[src/rtl/rcpr_pkg.sv]
// Package for the RC pulse relay controller: beat types, configuration
// record, register indexes, reset values and mode codes. No dependencies.
package rcpr_pkg;

  localparam int unsigned WidthW  = 15;
  localparam int unsigned MsW     = 16;
  localparam int unsigned TimeW   = 32;
  localparam int unsigned RelayW  = 4;
  localparam int unsigned NumLane = 3;
  localparam int unsigned CfgIdxW = 8;
  localparam int unsigned CfgDatW = 16;

  typedef logic [WidthW-1:0] width_t;
  typedef logic [MsW-1:0]    ms_t;
  typedef logic [TimeW-1:0]  time_t;

  typedef struct packed {
    width_t width_a;
    width_t width_b;
    width_t width_c;
    time_t  now_ms;
  } in_beat_t;

  typedef struct packed {
    logic [RelayW-1:0] relay_bits;
    logic              active;
  } out_beat_t;

  typedef struct packed {
    width_t valid_min;
    width_t valid_max;
    width_t center_width;
    width_t arm_deadband;
    width_t on_threshold;
    width_t off_threshold;
    ms_t    loss_timeout_ms;
    ms_t    mode_holdoff_ms;
  } cfg_t;

  typedef struct packed {
    logic in_win;
    logic off_ctr;
    logic above_on;
    logic below_off;
  } lane_flags_t;

  typedef logic [CfgIdxW-1:0] cfg_idx_t;

  localparam cfg_idx_t RegValidMin     = 8'd0;
  localparam cfg_idx_t RegValidMax     = 8'd1;
  localparam cfg_idx_t RegCenterWidth  = 8'd2;
  localparam cfg_idx_t RegArmDeadband  = 8'd3;
  localparam cfg_idx_t RegOnThreshold  = 8'd4;
  localparam cfg_idx_t RegOffThreshold = 8'd5;
  localparam cfg_idx_t RegLossTimeout  = 8'd6;
  localparam cfg_idx_t RegModeHoldoff  = 8'd7;

  localparam cfg_t CfgReset = '{
    valid_min:       15'd900,
    valid_max:       15'd2100,
    center_width:    15'd1500,
    arm_deadband:    15'd100,
    on_threshold:    15'd1700,
    off_threshold:   15'd1300,
    loss_timeout_ms: 16'd500,
    mode_holdoff_ms: 16'd200
  };

  typedef logic [1:0] mode_t;
  localparam mode_t ModeLow  = 2'd0;
  localparam mode_t ModeMid  = 2'd1;
  localparam mode_t ModeHigh = 2'd2;

  localparam int unsigned LaneA = 0;
  localparam int unsigned LaneB = 1;
  localparam int unsigned LaneC = 2;

endpackage

[src/rtl/rc_pulse_relay_controller.sv]
// Top level of the RC pulse relay controller: config registers, three
// channel lanes and the merging stage. Depends on rcpr_pkg and submodules.
//
// One frame beat in gives one result beat out in the next cycle, and a new
// frame is taken every cycle unless stalled. The three pulse widths are tested
// side by side in one lane each; the merging stage updates arm, relay and mode
// state in the same cycle and loads the output register. Input stalls only while
// the output register holds a beat that the sink is stalling. Config writes are
// always ready and take effect on the next cycle; indexes above 7 are ignored.
module rc_pulse_relay_controller (
  input  logic                         clk_i,
  input  logic                         rst_ni,
  input  logic                         in_valid_i,
  output logic                         in_stall_o,
  input  rcpr_pkg::in_beat_t           in_data_i,
  output logic                         out_valid_o,
  input  logic                         out_stall_i,
  output rcpr_pkg::out_beat_t          out_data_o,
  input  logic                         cfg_valid_i,
  output logic                         cfg_ready_o,
  input  rcpr_pkg::cfg_idx_t           cfg_index_i,
  input  logic [rcpr_pkg::CfgDatW-1:0] cfg_data_i
);
  import rcpr_pkg::*;

  cfg_t        cfg;
  lane_flags_t flags [NumLane];
  width_t      lane_w [NumLane];
  logic        fire;

  assign in_stall_o = out_valid_o && out_stall_i;
  assign fire       = in_valid_i && !in_stall_o;

  assign lane_w[LaneA] = in_data_i.width_a;
  assign lane_w[LaneB] = in_data_i.width_b;
  assign lane_w[LaneC] = in_data_i.width_c;

  rcpr_cfg u_cfg (
    .clk_i       (clk_i),
    .rst_ni      (rst_ni),
    .cfg_valid_i (cfg_valid_i),
    .cfg_ready_o (cfg_ready_o),
    .cfg_index_i (cfg_index_i),
    .cfg_data_i  (cfg_data_i),
    .cfg_o       (cfg)
  );

  for (genvar g = 0; g < NumLane; g++) begin : g_lane
    rcpr_lane u_lane (
      .width_i (lane_w[g]),
      .cfg_i   (cfg),
      .flags_o (flags[g])
    );
  end

  rcpr_merge u_merge (
    .clk_i       (clk_i),
    .rst_ni      (rst_ni),
    .fire_i      (fire),
    .now_i       (in_data_i.now_ms),
    .flags_i     (flags),
    .cfg_i       (cfg),
    .out_stall_i (out_stall_i),
    .out_valid_o (out_valid_o),
    .out_data_o  (out_data_o)
  );

`ifndef NO_ASSERTIONS
  a_relay34_onehot0: assert property (@(posedge clk_i) disable iff (!rst_ni)
    out_valid_o |-> !(out_data_o.relay_bits[3] && out_data_o.relay_bits[2]))
    else $error("relays 3 and 4 both on");

  a_relay_needs_active: assert property (@(posedge clk_i) disable iff (!rst_ni)
    (out_valid_o && (out_data_o.relay_bits != 4'd0)) |-> out_data_o.active)
    else $error("relay on while not active");

  a_stall_only_full: assert property (@(posedge clk_i) disable iff (!rst_ni)
    in_stall_o |-> out_valid_o)
    else $error("input stalled with empty output register");

  a_fire_gives_beat: assert property (@(posedge clk_i) disable iff (!rst_ni)
    fire |=> out_valid_o)
    else $error("accepted frame gave no result beat");
`endif

endmodule

[src/rtl/rcpr_cfg.sv]
// Configuration register file of the RC pulse relay controller.
// Depends on rcpr_pkg.
module rcpr_cfg (
  input  logic              clk_i,
  input  logic              rst_ni,
  input  logic              cfg_valid_i,
  output logic              cfg_ready_o,
  input  rcpr_pkg::cfg_idx_t cfg_index_i,
  input  logic [rcpr_pkg::CfgDatW-1:0] cfg_data_i,
  output rcpr_pkg::cfg_t    cfg_o
);
  import rcpr_pkg::*;

  cfg_t   cfg_q, cfg_d;
  width_t v15;
  ms_t    v16;

  assign cfg_ready_o = 1'b1;
  assign v15 = cfg_data_i[WidthW-1:0];
  assign v16 = cfg_data_i[MsW-1:0];

  always_comb begin
    cfg_d = cfg_q;
    if (cfg_valid_i) begin
      unique case (cfg_index_i)
        RegValidMin:     cfg_d.valid_min       = v15;
        RegValidMax:     cfg_d.valid_max       = v15;
        RegCenterWidth:  cfg_d.center_width    = v15;
        RegArmDeadband:  cfg_d.arm_deadband    = v15;
        RegOnThreshold:  cfg_d.on_threshold    = v15;
        RegOffThreshold: cfg_d.off_threshold   = v15;
        RegLossTimeout:  cfg_d.loss_timeout_ms = v16;
        RegModeHoldoff:  cfg_d.mode_holdoff_ms = v16;
        default:         cfg_d = cfg_q;
      endcase
    end
  end

  always_ff @(posedge clk_i or negedge rst_ni) begin
    if (!rst_ni) begin
      cfg_q <= CfgReset;
    end else begin
      cfg_q <= cfg_d;
    end
  end

  assign cfg_o = cfg_q;

endmodule

[src/rtl/rcpr_lane.sv]
// One channel lane: window, deadband and threshold tests on a pulse width.
// Depends on rcpr_pkg.
module rcpr_lane (
  input  rcpr_pkg::width_t      width_i,
  input  rcpr_pkg::cfg_t        cfg_i,
  output rcpr_pkg::lane_flags_t flags_o
);
  import rcpr_pkg::*;

  width_t dev;

  always_comb begin
    if (width_i >= cfg_i.center_width) begin
      dev = width_i - cfg_i.center_width;
    end else begin
      dev = cfg_i.center_width - width_i;
    end
  end

  assign flags_o.in_win    = (width_i > cfg_i.valid_min) && (width_i < cfg_i.valid_max);
  assign flags_o.off_ctr   = dev > cfg_i.arm_deadband;
  assign flags_o.above_on  = width_i > cfg_i.on_threshold;
  assign flags_o.below_off = width_i < cfg_i.off_threshold;

endmodule

[src/rtl/rcpr_merge.sv]
// Merging stage: combines lane flags with timing state, updates arm, relay
// and mode state and holds the output register. Depends on rcpr_pkg.
module rcpr_merge (
  input  logic                  clk_i,
  input  logic                  rst_ni,
  input  logic                  fire_i,
  input  rcpr_pkg::time_t       now_i,
  input  rcpr_pkg::lane_flags_t flags_i [rcpr_pkg::NumLane],
  input  rcpr_pkg::cfg_t        cfg_i,
  input  logic                  out_stall_i,
  output logic                  out_valid_o,
  output rcpr_pkg::out_beat_t   out_data_o
);
  import rcpr_pkg::*;

  time_t             lvt_q, lvt_d;
  time_t             lst_q, lst_d;
  logic              armed_q, armed_d;
  logic [RelayW-1:0] relay_q, relay_d;
  mode_t             mode_q, mode_d, mode_sel;
  logic              out_valid_q;
  out_beat_t         out_data_q;
  logic              frame_ok, any_off;
  time_t             since_valid, since_switch;

  always_comb begin
    frame_ok = 1'b1;
    any_off  = 1'b0;
    for (int i = 0; i < NumLane; i++) begin
      frame_ok = frame_ok & flags_i[i].in_win;
      any_off  = any_off | flags_i[i].off_ctr;
    end
  end

  always_comb begin
    lvt_d        = frame_ok ? now_i : lvt_q;
    since_valid  = now_i - lvt_d;
    since_switch = now_i - lst_q;
    armed_d      = armed_q && !(since_valid > {16'd0, cfg_i.loss_timeout_ms});
    if (!armed_d && frame_ok && any_off) begin
      armed_d = 1'b1;
    end

    if (flags_i[LaneC].below_off) begin
      mode_sel = ModeLow;
    end else if (flags_i[LaneC].above_on) begin
      mode_sel = ModeHigh;
    end else begin
      mode_sel = ModeMid;
    end

    relay_d = relay_q;
    lst_d   = lst_q;
    mode_d  = mode_q;
    if (!frame_ok || !armed_d) begin
      relay_d = '0;
    end else begin
      if (flags_i[LaneA].above_on) begin
        relay_d[0] = 1'b1;
      end else if (flags_i[LaneA].below_off) begin
        relay_d[0] = 1'b0;
      end
      if (flags_i[LaneB].above_on) begin
        relay_d[1] = 1'b1;
      end else if (flags_i[LaneB].below_off) begin
        relay_d[1] = 1'b0;
      end
      if ((mode_sel != mode_q) && (since_switch > {16'd0, cfg_i.mode_holdoff_ms})) begin
        lst_d  = now_i;
        mode_d = mode_sel;
        unique case (mode_sel)
          ModeLow:  relay_d[3:2] = 2'b01;
          ModeHigh: relay_d[3:2] = 2'b10;
          default:  relay_d[3:2] = 2'b00;
        endcase
      end
    end
  end

  always_ff @(posedge clk_i or negedge rst_ni) begin
    if (!rst_ni) begin
      lvt_q       <= '0;
      lst_q       <= '0;
      armed_q     <= 1'b0;
      relay_q     <= '0;
      mode_q      <= ModeMid;
      out_valid_q <= 1'b0;
    end else begin
      if (fire_i) begin
        lvt_q       <= lvt_d;
        lst_q       <= lst_d;
        armed_q     <= armed_d;
        relay_q     <= relay_d;
        mode_q      <= mode_d;
        out_valid_q <= 1'b1;
      end else if (!out_stall_i) begin
        out_valid_q <= 1'b0;
      end
    end
  end

  always_ff @(posedge clk_i) begin
    if (fire_i) begin
      out_data_q.relay_bits <= relay_d;
      out_data_q.active     <= armed_d;
    end
  end

  assign out_valid_o = out_valid_q;
  assign out_data_o  = out_data_q;

endmodule
[config.mk]
export PLATFORM = sky130hd
export DESIGN_NAME = rc_pulse_relay_controller
export DESIGN_NICKNAME = d
export VERILOG_FILES = /design/src/rtl/rcpr_pkg.sv /design/src/rtl/rc_pulse_relay_controller.sv /design/src/rtl/rcpr_cfg.sv /design/src/rtl/rcpr_lane.sv /design/src/rtl/rcpr_merge.sv
export SDC_FILE = /design/constraint.sdc
export NUM_CORES = 1
export LEC_CHECK = 0
export BUFFER_PORTS_ARGS = -buffer_cell sky130_fd_sc_hd__buf_4
export CORE_ASPECT_RATIO = 1.5
export CORE_MARGIN = 2
export CORE_UTILIZATION = 55
export CTS_CLUSTER_SIZE = 20
export DETAILED_ROUTE_END_ITERATION = 16
export PLACE_DENSITY = 0.86
export SETUP_SLACK_MARGIN = 0.05
export SLEW_MARGIN = 20
export SYNTH_ARGS = -nofsm -noshare
export SYNTH_HDL_FRONTEND = slang
export SYNTH_SLANG_ARGS = --single-unit
[constraint.sdc]
create_clock -name clk_i -period 7.3 [get_ports clk_i]
set_clock_uncertainty 0.05 [all_clocks]
set_input_delay 2.19 -clock clk_i [delete_from_list [all_inputs] [get_ports clk_i]]
set_output_delay 2.19 -clock clk_i [all_outputs]
set_load 0.02 [all_outputs]
Word level (Yosys, flattened, before mapping)
Cells that the tools add are included.
{"block": "word_totals", "ff_bits": 199, "output_inout_bits": 8}
{"block": "op_classes", "order_cmp": 20, "n_mux": 16, "n_reduce_logical": 26, "addsub": 8, "n_eq_ne": 10, "bitwise_logic": 5}
{"op": "15-bit greater-than comparator", "count": 9}
{"op": "15-bit less-than comparator", "count": 6}
{"op": "15-bit subtractor", "count": 6}
{"op": "32-bit by 16-bit greater-than comparator with 1-bit output", "count": 2}
{"op": "32-bit subtractor", "count": 2}
{"op": "15-bit greater-or-equal comparator", "count": 3}
{"op": "15-bit two-way mux", "count": 3}
{"op": "8-bit by 3-bit == test with 1-bit output (second input constant)", "count": 4}
{"op": "32-bit two-way mux", "count": 1}
{"op": "8-bit by 2-bit == test with 1-bit output (second input constant)", "count": 2}
{"op": "2-bit AND reduction", "count": 8}
{"op": "1-bit logical AND", "count": 9}
{"op": "8-bit by 1-bit == test with 1-bit output (second input constant)", "count": 1}
{"op": "8-bit logical NOT", "count": 1}
{"op": "1-bit two-way mux", "count": 7}
{"op": "2-bit two-way mux", "count": 3}
{"op": "1-bit logical NOT", "count": 5}
{"op": "4-bit two-way mux", "count": 1}
{"op": "2-bit one-hot mux with 2 select lines", "count": 1}
{"op": "3-bit AND reduction", "count": 1}
{"op": "1-bit AND", "count": 2}
{"op": "2-bit == test (second input constant)", "count": 1}
{"op": "2-bit logical NOT", "count": 1}
{"op": "2-bit by 1-bit inequality test with 1-bit output (second input constant)", "count": 1}
{"op": "4 further kinds", "count": 5}

Longest topological paths before layout
Gate-level depths: netlist (run 1).
{"block": "logic_depth", "word_depth": 17, "mapped_depth": 39, "depth_no_buf": 36}

Cells and area by module
Synthesis (run 1) repeated with hierarchy kept, for this count alone.
{"block": "hier_totals", "cells_unflattened": 2576, "area_unflattened_um2": 22730.6}
{"module": "rcpr_merge", "seq_area_each_um2": 1953.1, "area_per_inst_um2": 8087.8, "n_inst": 1, "cells_per_inst": 955}
{"module": "rcpr_lane at g_lane[0].u_lane ...", "seq_area_each_um2": 0.0, "area_per_inst_um2": 3343.2, "n_inst": 2, "cells_per_inst": 453}
{"module": "rcpr_cfg", "seq_area_each_um2": 3098.0, "area_per_inst_um2": 4692.0, "n_inst": 1, "cells_per_inst": 271}
{"module": "rcpr_lane at g_lane[1].u_lane", "seq_area_each_um2": 0.0, "area_per_inst_um2": 3250.6, "n_inst": 1, "cells_per_inst": 442}
{"module": "rc_pulse_relay_controller", "seq_area_each_um2": 0.0, "area_per_inst_um2": 13.8, "n_inst": 1, "cells_per_inst": 2}

Worst setup path after synthesis (run 1)
No wires, ideal clock.
{"block": "synth_path", "kind": "input to register", "startpoint": "in in_data_i[76] (netlist name)", "endpoint": "reg u_merge.lst_q[0]", "arrival_ps": 9315, "path_slack_ps": -2190, "cell_stages": 35, "required_time_ps": 7125, "setup_ps": 125, "cell_sequence": "ha_1 a222oi_1 nand2_1 nor4_1 o2111ai_1 nand2b_1 buf_6 nor2_1 clkbuf_1 mux2i_1 fa_1 a211oi_1 nor2_1 o41ai_2 a211oi_1 nor2_1 o21ai_0 a21boi_0 a21o_1 a21oi_1 xnor2_1 ha_1 nand4_1 nor3_1 nand4_1 nor2_1 o221a_2 nand2b_1 or4_1 a211oi_1 nand4_1 and4b_4 o21ai_4 buf_6 mux2_4"}
{"block": "synth_via", "elab_chain_len": 17, "elab_cells_between_ends": 26, "classes_between": "3 x add/sub; 5 x order compare; 3 x mux; 5 x bitwise; 10 x reduce/logical"}
{"item": "from (decl)", "line": "rc_pulse_relay_controller.sv:15", "rtl": "input rcpr_pkg::in_beat_t in_data_i,"}
{"item": "15-bit greater-than comparator or 15-bit less-than comparator (tied branches)", "line": "rcpr_lane.sv:20", "rtl": "assign flags_o.in_win = (width_i > cfg_i.valid_min) && (width_i < cfg_i.valid_max);"}
{"item": "1-bit logical AND", "line": "rcpr_lane.sv:20"}
{"item": "1-bit AND (2 in a row)", "line": "rcpr_merge.sv:30", "rtl": "frame_ok = frame_ok & flags_i[i].in_win;"}
{"item": "32-bit two-way mux", "line": "rcpr_merge.sv:36", "rtl": "lvt_d = frame_ok ? now_i : lvt_q;"}
{"item": "32-bit subtractor", "line": "rcpr_merge.sv:37", "rtl": "since_valid = now_i - lvt_d;"}
{"item": "32-bit by 16-bit greater-than comparator with 1-bit output", "line": "rcpr_merge.sv:39", "rtl": "armed_d = armed_q && !(since_valid > {16'd0, cfg_i.loss_timeout_ms});"}
{"item": "1-bit logical NOT", "line": "rcpr_merge.sv:39"}
{"item": "1-bit logical AND", "line": "rcpr_merge.sv:39"}
{"item": "1-bit logical NOT", "line": "rcpr_merge.sv:40", "rtl": "if (!armed_d && frame_ok && any_off) begin"}
{"item": "1-bit logical AND (2 in a row)", "line": "rcpr_merge.sv:40"}
{"item": "1-bit two-way mux", "line": "rcpr_merge.sv:40"}
{"item": "1-bit logical NOT", "line": "rcpr_merge.sv:55", "rtl": "if (!frame_ok || !armed_d) begin"}
{"item": "1-bit logical OR *", "line": "rcpr_merge.sv:55"}
{"item": "1-bit NOT (no line) *"}
{"item": "3-bit AND reduction (no line) *"}
{"item": "to (signal assigned)", "line": "rcpr_merge.sv:91", "rtl": "lst_q <= lst_d;"}
{"item": "to (decl)", "line": "rcpr_merge.sv:17", "rtl": "time_t lst_q, lst_d;"}
Every way passes the cells marked *; elsewhere a longest branch is shown, timed or not.
A chain may end at the register's enable or synchronous reset.

Worst setup path after layout (run 1)
{"block": "layout_path", "startpoint": "in in_data_i[44] (netlist name)", "endpoint": "reg u_merge.lst_q[29]"}
{"block": "layout_via", "elab_chain_len": 16, "elab_cells_between_ends": 30, "classes_between": "3 x add/sub; 7 x order compare; 1 x eq/ne; 5 x mux; 3 x bitwise; 11 x reduce/logical"}
{"item": "15-bit greater-than comparator or 15-bit less-than comparator (tied branches)", "line": "rcpr_lane.sv:20"}
{"item": "1-bit logical AND", "line": "rcpr_lane.sv:20"}
{"item": "1-bit AND", "line": "rcpr_merge.sv:30"}
{"item": "32-bit two-way mux", "line": "rcpr_merge.sv:36"}
{"item": "32-bit subtractor", "line": "rcpr_merge.sv:37"}
{"item": "32-bit by 16-bit greater-than comparator with 1-bit output", "line": "rcpr_merge.sv:39"}
{"item": "1-bit logical NOT", "line": "rcpr_merge.sv:39"}
{"item": "1-bit logical AND", "line": "rcpr_merge.sv:39"}
{"item": "1-bit logical NOT", "line": "rcpr_merge.sv:40"}
{"item": "1-bit logical AND (2 in a row)", "line": "rcpr_merge.sv:40"}
{"item": "1-bit two-way mux", "line": "rcpr_merge.sv:40"}
{"item": "1-bit logical NOT", "line": "rcpr_merge.sv:55"}
{"item": "1-bit logical OR", "line": "rcpr_merge.sv:55"}
{"item": "1-bit NOT (no line)"}
{"item": "3-bit AND reduction (no line) *"}
Marked as above.

==> flow_metrics.env, run 1 <==
export IMPL_grt_pass1_wl_um=122000
export IMPL_grt_max_degree=113
export IMPL_hold_ws_ns=0.433
export IMPL_cp_top_family="compound AO/OA/AOI/OAI gates"
export IMPL_drive_gt1_share_pct=27.3
export IMPL_core_um2=38500
export IMPL_cts_tree="done"
export IMPL_final_setup_viol_count=44
export IMPL_synth_edf_count=5
export IMPL_hp_class="reg -> reg"
export IMPL_post_place_ws_ns=-2.29
export IMPL_cts_hold_buf=0
export IMPL_final_area_um2=27200
export IMPL_status="finished, violations left"
export IMPL_drv_slew=0
export IMPL_post_dp_cell_area_um2=26000
export IMPL_crit_top_cell="buf_4"
export IMPL_max_freq_mhz=111
export IMPL_ys_top_cells_by_area="ha_1 23%, dfrtp_1 18%, dfstp_2 4.5%"
export IMPL_cts_sinks=199
export IMPL_syn_cell_area_um2=21600
export IMPL_cts_root_buffer_cell="clkbuf_16"
export IMPL_row_count=88
export IMPL_syn_num_nets=2978
export IMPL_syn_inst=2467
export IMPL_fin_nets=3479
export IMPL_finalCritPeriodShare_pct=124
export IMPL_crit_arrival_ns=9.37
export IMPL_powerDensity_nw_per_um2=142
export IMPL_vias_per_cell=6.20
export IMPL_antenna_left=0
export IMPL_htreeDepth=4
export IMPL_slew_headroom_pct=23.0
export IMPL_place_congestion=0.991
export IMPL_clkSlewWorstSetupHoldPaths_ns=0.08
export IMPL_total_power_mw=3.86
export IMPL_place_inst=3412
export IMPL_synth_seq_cells=199
export IMPL_n_fill_cell=3028
export IMPL_critical_path_class="in -> reg"
export IMPL_worst_pin_slew_ns=1.15
export IMPL_grt_overflow=0
export IMPL_slowest_stage="or4_4"
export IMPL_cts_buffers=17
export IMPL_rsz0062_at_grt="true"
export IMPL_synthFlopType="dfrtp_1"
export IMPL_worst_path_largest_cell_delay_ns=0.43
export IMPL_boundaryPins=114
export IMPL_utilization_pct=70.6
export IMPL_antenna_found_initial=3
export IMPL_finalCriticalPeriod_ns=9.05
export IMPL_die_h_um=247
export IMPL_synth_seq_area_share_pct=23.4
export IMPL_layout_cells_non_filler=3477
export IMPL_yosysTopAreaCell="ha_1"
export IMPL_clk_latency_ns=0.48
export IMPL_cap_viol_max_count=0
export IMPL_required_ns=7.62
export IMPL_synth_top_cell_area_share_pct=23.0
export IMPL_multi_input_area_um2=15700
export IMPL_ir_drop_mv=0.189
export IMPL_drt_wl_total_um=80200
export IMPL_initial_core_util_pct=56.0
export IMPL_wire_per_inst_um=23.1
export IMPL_cp_end_kind="flip-flop"
export IMPL_seq_area_um2=5050
export IMPL_port_buffers=112
export IMPL_netlist_top_cells_count="397 x ha_1, 250 x inv_1, 184 x nand2_1"
export IMPL_dpl_hpwl_um=63600
export IMPL_grt_pass1_vias=22700
export IMPL_dieWidth_um=166
export IMPL_clockBufferDepth=2
export IMPL_yosysMostFrequentCell="ha_1"
export IMPL_hold_viol_final=0
export IMPL_async_flop_share_pct=97.5
export IMPL_areaGrowthSynthToFinish_pct=26.2
export IMPL_first_pass_iters=8
export IMPL_violations="setup timing"
export IMPL_via_count=21600
export IMPL_dr_first_iter_drc_count=1321
export IMPL_dieArea_um2=40800
export IMPL_timing_final_ws_setup_ns=-1.75
export IMPL_yosysWarnings=0
export IMPL_start_kind="primary input"
export IMPL_gr_usage_all_layers_pct=38.5
export IMPL_finalSetupTns_ns=-73.56
export IMPL_avgSynthCellArea_um2=8.74
export IMPL_crit_fanout=7
export IMPL_critPathBufInv=7
export IMPL_synth_distinct_cells=84
export IMPL_drcViolationCount=0
export IMPL_leakagePower_nw=13.6
==> state kept, by name, summed over array words and instances (netlist names) <==
register,flops
u_cfg.cfg_o,122
u_merge.armed_q,1
u_merge.lst_q,32
u_merge.lvt_q,32
u_merge.mode_q,2
u_merge.out_data_o,5
u_merge.out_valid_o,1
u_merge.relay_q,4
==> layout by cell type (no fill, tap or decap), types with 12 or more instances in the layout <==
cell / netlist / final
a21oi_1: 182 / 178
a211oi_1: 30 / 25
nand3_1: 44 / 43
mux2_2: 85 / 85
nor2_1: 95 / 93
o21ai_0: 176 / 166
ha_1: 397 / 384
o21ai_1: 6 / 12
inv_1: 250 / 249
a21o_1: 112 / 112
o211ai_1: 16 / 16
mux2i_1: 58 / 53
dfrtp_1: 157 / 157
clkbuf_16: 0 / 20
a31oi_1: 20 / 19
o21a_1: 38 / 38
dfstp_2: 37 / 37
and3_1: 15 / 15
xnor2_1: 45 / 45
nand2_1: 184 / 181
buf_4: 1 / 539
nor2b_1: 33 / 33
nand4_1: 58 / 58
mux2_4: 25 / 25
xor2_1: 28 / 28
o21bai_1: 24 / 24
nor3_1: 38 / 35
nand2b_1: 31 / 30
==> worst paths after layout <==
| check | startpoint | endpoint | slack (ns) | depth (start not counted) |
|---|---|---|---|---|
| worst max-delay path | in_data_i[44] | u_merge.lst_q[29] | -1.75 | 38 |
| worst min-delay path | u_merge.lvt_q[17] | u_merge.lvt_q[17] | 0.43 | 2 |
| worst max register to register | u_cfg.cfg_o[106] | u_merge.lst_q[29] | -0.44 | 36 |
| worst min register to register | u_merge.lvt_q[17] | u_merge.lvt_q[17] | 0.43 | 2 |
| max in group asynchronous | rst_ni | u_cfg.cfg_o[16] | 4.37 | 2 |
| min in group asynchronous | rst_ni | u_merge.lvt_q[24] | 1.69 | 1 |
==> layer usage <==
metal	part of all wire (%)	track usage (%)	wire (um)	vias up
li1	-	-	-	9981
met3	4.7	5.11	3730	395
met4	10	33.6	8270	2
met2	52	72.1	41300	863
met5	0.017	0	14	-
met1	33	37.0	26800	10300
==> report_power, final <==
group | total [mW] | leakage, nW | switching, mW | internal (mW)
clock network | 1.05 | 0.309 | 0.528 | 0.523
registers | 1.19 | 2.40 | 0.0276 | 1.16
logic | 1.62 | 10.9 | 0.889 | 0.733
total | 3.86 | 13.6 | 1.44 | 2.42
==> what timing repair did <==
item | in CTS | in global routing
resized for setup | 46 | 15
gates cloned | 1 | 3
setup buffers | 23 | 5
endpoints found under the setup margin | 44 | 44
pin swaps | 12 | 10
==> area by class of cell <==
class                           instances  area share [%]
Timing Repair Buffer                  554            15.8
Tap cell                              495            2.28
Sequential cell                       199            18.6
Antenna cell                            1         0.00919
Clock buffer                           20            1.71
Multi-Input combinational cell       1946            57.6
Inverter                              250            3.45
Clock inverter                         12           0.611
==> tightest hold or removal path, stage by stage, from the launching register on <==
cell and delay (ns):
dfrtp_1 0.34, nand2_1 0.04, o21ai_0 0.06
==> cell families (layout without fill, tap and decap cells) <==
| group | after synthesis | in the layout | share of synthesized area (%) |
|---|---|---|---|
| XOR/XNOR | 74 | 74 | 3.04 |
| AND/OR/NAND/NOR | 576 | 576 | 13.4 |
| adder cells (fa/ha/maj) | 410 | 410 | 24.0 |
| other | 1 | 2 | 0.0174 |
| multiplexers | 168 | 168 | 8.87 |
| buffers and inverters | 322 | 836 | 5.78 |
| flip-flops | 199 | 199 | 23.4 |
| AO/OA/AOI/OAI | 717 | 717 | 21.4 |
(Power assumes the default switching activity.)
==> run 2, diff against run 1 <==
--- a/config.mk
+++ b/config.mk
@@ -5,7 +5,7 @@
 export SDC_FILE = /design/constraint.sdc
 export NUM_CORES = 1
 export LEC_CHECK = 0
-export BUFFER_PORTS_ARGS = -buffer_cell sky130_fd_sc_hd__buf_4
+export BUFFER_PORTS_ARGS = -buffer_cell sky130_fd_sc_hd__clkbuf_2
 export CORE_ASPECT_RATIO = 1.5
 export CORE_MARGIN = 2
 export CORE_UTILIZATION = 55
@@ -13,6 +13,7 @@
 export DETAILED_ROUTE_END_ITERATION = 16
 export PLACE_DENSITY = 0.86
 export SETUP_SLACK_MARGIN = 0.05
+export SKIP_LAST_GASP = 1
 export SLEW_MARGIN = 20
 export SYNTH_ARGS = -nofsm -noshare
 export SYNTH_HDL_FRONTEND = slang
==> run 2 against run 1 <==
  * Hold slack gained 0.0056 ns
  * Register-to-register slack gained 0.07 ns
  * The flow still finishes with violations (setup timing)
  * Final cell count shrank 0.66%
  * Die area is the same
  * Fmax grew 1.5%
  * Sequential power is essentially flat
==> flow_metrics.env, run 2 (synthesis results as in run 1) <==
export IMPL_final_area_um2=26700
export IMPL_post_dp_cell_area_um2=25700
export IMPL_wl_met3_um=3120
export IMPL_largest_register_ffs=122
export IMPL_boundaryPins=114
export IMPL_seq_area_um2=5050
export IMPL_grt_pass1_wl_um=116000
export IMPL_clockBufferDepth=2
export IMPL_route_met2_wl_um=39200
export IMPL_powerDensity_nw_per_um2=143
export IMPL_cp_top_family="simple AND/OR/NAND/NOR gates"
export IMPL_finalCritPeriodShare_pct=122
export IMPL_whs_endpoint="u_merge.lvt_q[24]"
export IMPL_final_common_cell="buf_4"
export IMPL_highest_layer="met4"
export IMPL_first_pass_iters=5
export IMPL_grt_pass1_vias=21900
export IMPL_cap_viol_max_count=0
export IMPL_timing_final_ws_setup_ns=-1.61
export IMPL_dieWidth_um=166
export IMPL_cts_root_buffer_cell="clkbuf_16"
export IMPL_port_buffers=112
export IMPL_areaGrowthSynthToFinish_pct=23.7
export IMPL_gr_usage_all_layers_pct=36.6
export IMPL_slowest_stage="or4_4"
export IMPL_antenna_found_initial=1
export IMPL_n_fill_cell=3072
export IMPL_finalCriticalPeriod_ns=8.91
export IMPL_cts_buffers=17
export IMPL_slew_headroom_pct=40.7
export IMPL_worst_path_largest_cell_delay_ns=0.42
export IMPL_status="finished, violations left"
export IMPL_leakagePower_nw=13.4
export IMPL_drcViolationCount=0
export IMPL_critical_path_class="in -> reg"
export IMPL_cts_hold_buf=0
export IMPL_r2r_end="u_merge.lst_q[12]"
export IMPL_grt_max_degree=124
export IMPL_reg2reg_depth=37
export IMPL_crit_fanout=6
export IMPL_hp_class="reg -> reg"
export IMPL_finalSetupTns_ns=-68.31
export IMPL_die_h_um=247
export IMPL_cp_end_kind="flip-flop"
export IMPL_drv_slew=0
export IMPL_multi_input_area_um2=15600
export IMPL_vias_per_cell=6.10
export IMPL_post_place_ws_ns=-2.14
export IMPL_fin_nets=3456
export IMPL_required_ns=7.61
export IMPL_crit_arrival_ns=9.22
export IMPL_grt_overflow=0
export IMPL_total_power_mw=3.82
export IMPL_reg2reg_from="u_cfg.cfg_o[115]"
export IMPL_met1_length_um=25700
export IMPL_drive_gt1_share_pct=26.4
export IMPL_mostFrequentLayoutCells="404 x buf_4, 391 x ha_1, 249 x inv_1, 182 x nand2_1, 176 x a21oi_1"
export IMPL_dpl_hpwl_um=62300
export IMPL_critPathBufInv=4
export IMPL_hold_start="u_merge.lvt_q[24]"
export IMPL_dr_first_iter_drc_count=1188
export IMPL_worst_pin_slew_ns=0.887
export IMPL_hold_path_depth=2
export IMPL_violations="setup timing"
export IMPL_r2r_slack_ns=-0.37
export IMPL_drt_wl_total_um=76100
export IMPL_max_freq_mhz=112
export IMPL_layout_cells_non_filler=3454
export IMPL_start_kind="primary input"
export IMPL_cts_sinks=199
export IMPL_hold_ws_ns=0.438
export IMPL_core_um2=38500
export IMPL_clkSlewWorstSetupHoldPaths_ns=0.08
export IMPL_wire_per_inst_um=22.0
export IMPL_ir_drop_mv=0.128
export IMPL_rsz0062_at_grt="true"
export IMPL_antenna_left=0
export IMPL_initial_core_util_pct=56.0
export IMPL_final_setup_viol_count=44
export IMPL_row_count=88
export IMPL_place_inst=3404
export IMPL_dieArea_um2=40800
export IMPL_htreeDepth=4
export IMPL_via_count=21100
export IMPL_utilization_pct=69.2
export IMPL_hold_viol_final=0
export IMPL_clk_latency_ns=0.48
export IMPL_place_congestion=1.00
export IMPL_cts_tree="done"
export IMPL_crit_top_cell="nand4_1"
[run 2: cell count changes in the layout (fill, tap and decap cells not counted), sizes merged]
cell    change
bufinv      +1
buf       -132
clkbuf    +107
inv         +1
[run 2: power breakdown]
part	switching (mW)	internal [mW]
sequential	0.0285	1.16
clock	0.530	0.531
combinational	0.863	0.703
total	1.42	2.39
[run 2: metal layers]
| metal | GRT usage (%) | vias to the layer above |
|---|---|---|
| li1 | - | 9960 |
| met1 | 34.9 | 10000 |
| met2 | 68.5 | 707 |
| met3 | 4.48 | 358 |
| met4 | 33.4 | 0 |
| met5 | 0 | - |
[run 2: what timing repair did]
item                                    4_1_cts  5_1_grt
cloned                                        1        1
setup buffers                                 8        6
endpoints found under the hold margin         0        0
resized for setup                            23       23
pin swaps                                    20       25
endpoints found under the setup margin       44       44
[run 2: how the worst max path moves through the flow]
stage,slack [ns],startpoint,depth (start not counted),to
after detailed placement,-2.14,in_data_i[76],35,u_merge.lst_q[27]
after global placement,-1.87,in_data_i[76],37,u_merge.lst_q[0]
after CTS,-1.48,in_data_i[76],36,u_merge.lst_q[31]
after floorplan,-1.32,in_data_i[76],37,u_merge.lst_q[0]
after global routing,-1.88,in_data_i[59],35,u_merge.lst_q[22]
final,-1.61,in_data_i[61],35,u_merge.lst_q[12]
[run 2: layout make-up]
class	instances	area share, %
sequential	199	18.9
antenna	1	0.00938
tap	495	2.32
timing repair buffer	531	14.5
clock buffer	18	1.61
inverter	250	3.52
clock inverter	14	0.755
multi-input combinational	1946	58.3
[run 2: worst register-to-register path, delay by kind of cell (launching register included)]
family | cells | cell delay, ns
DFF | 1 | 0.53
muxes | 2 | 0.51
AOI/OAI and AO/OA | 12 | 2.22
xor gates and xnor gates | 1 | 0.09
and+or+nand+nor | 14 | 2.37
buffers and inverters | 5 | 0.84
adders and majority gates | 3 | 0.93
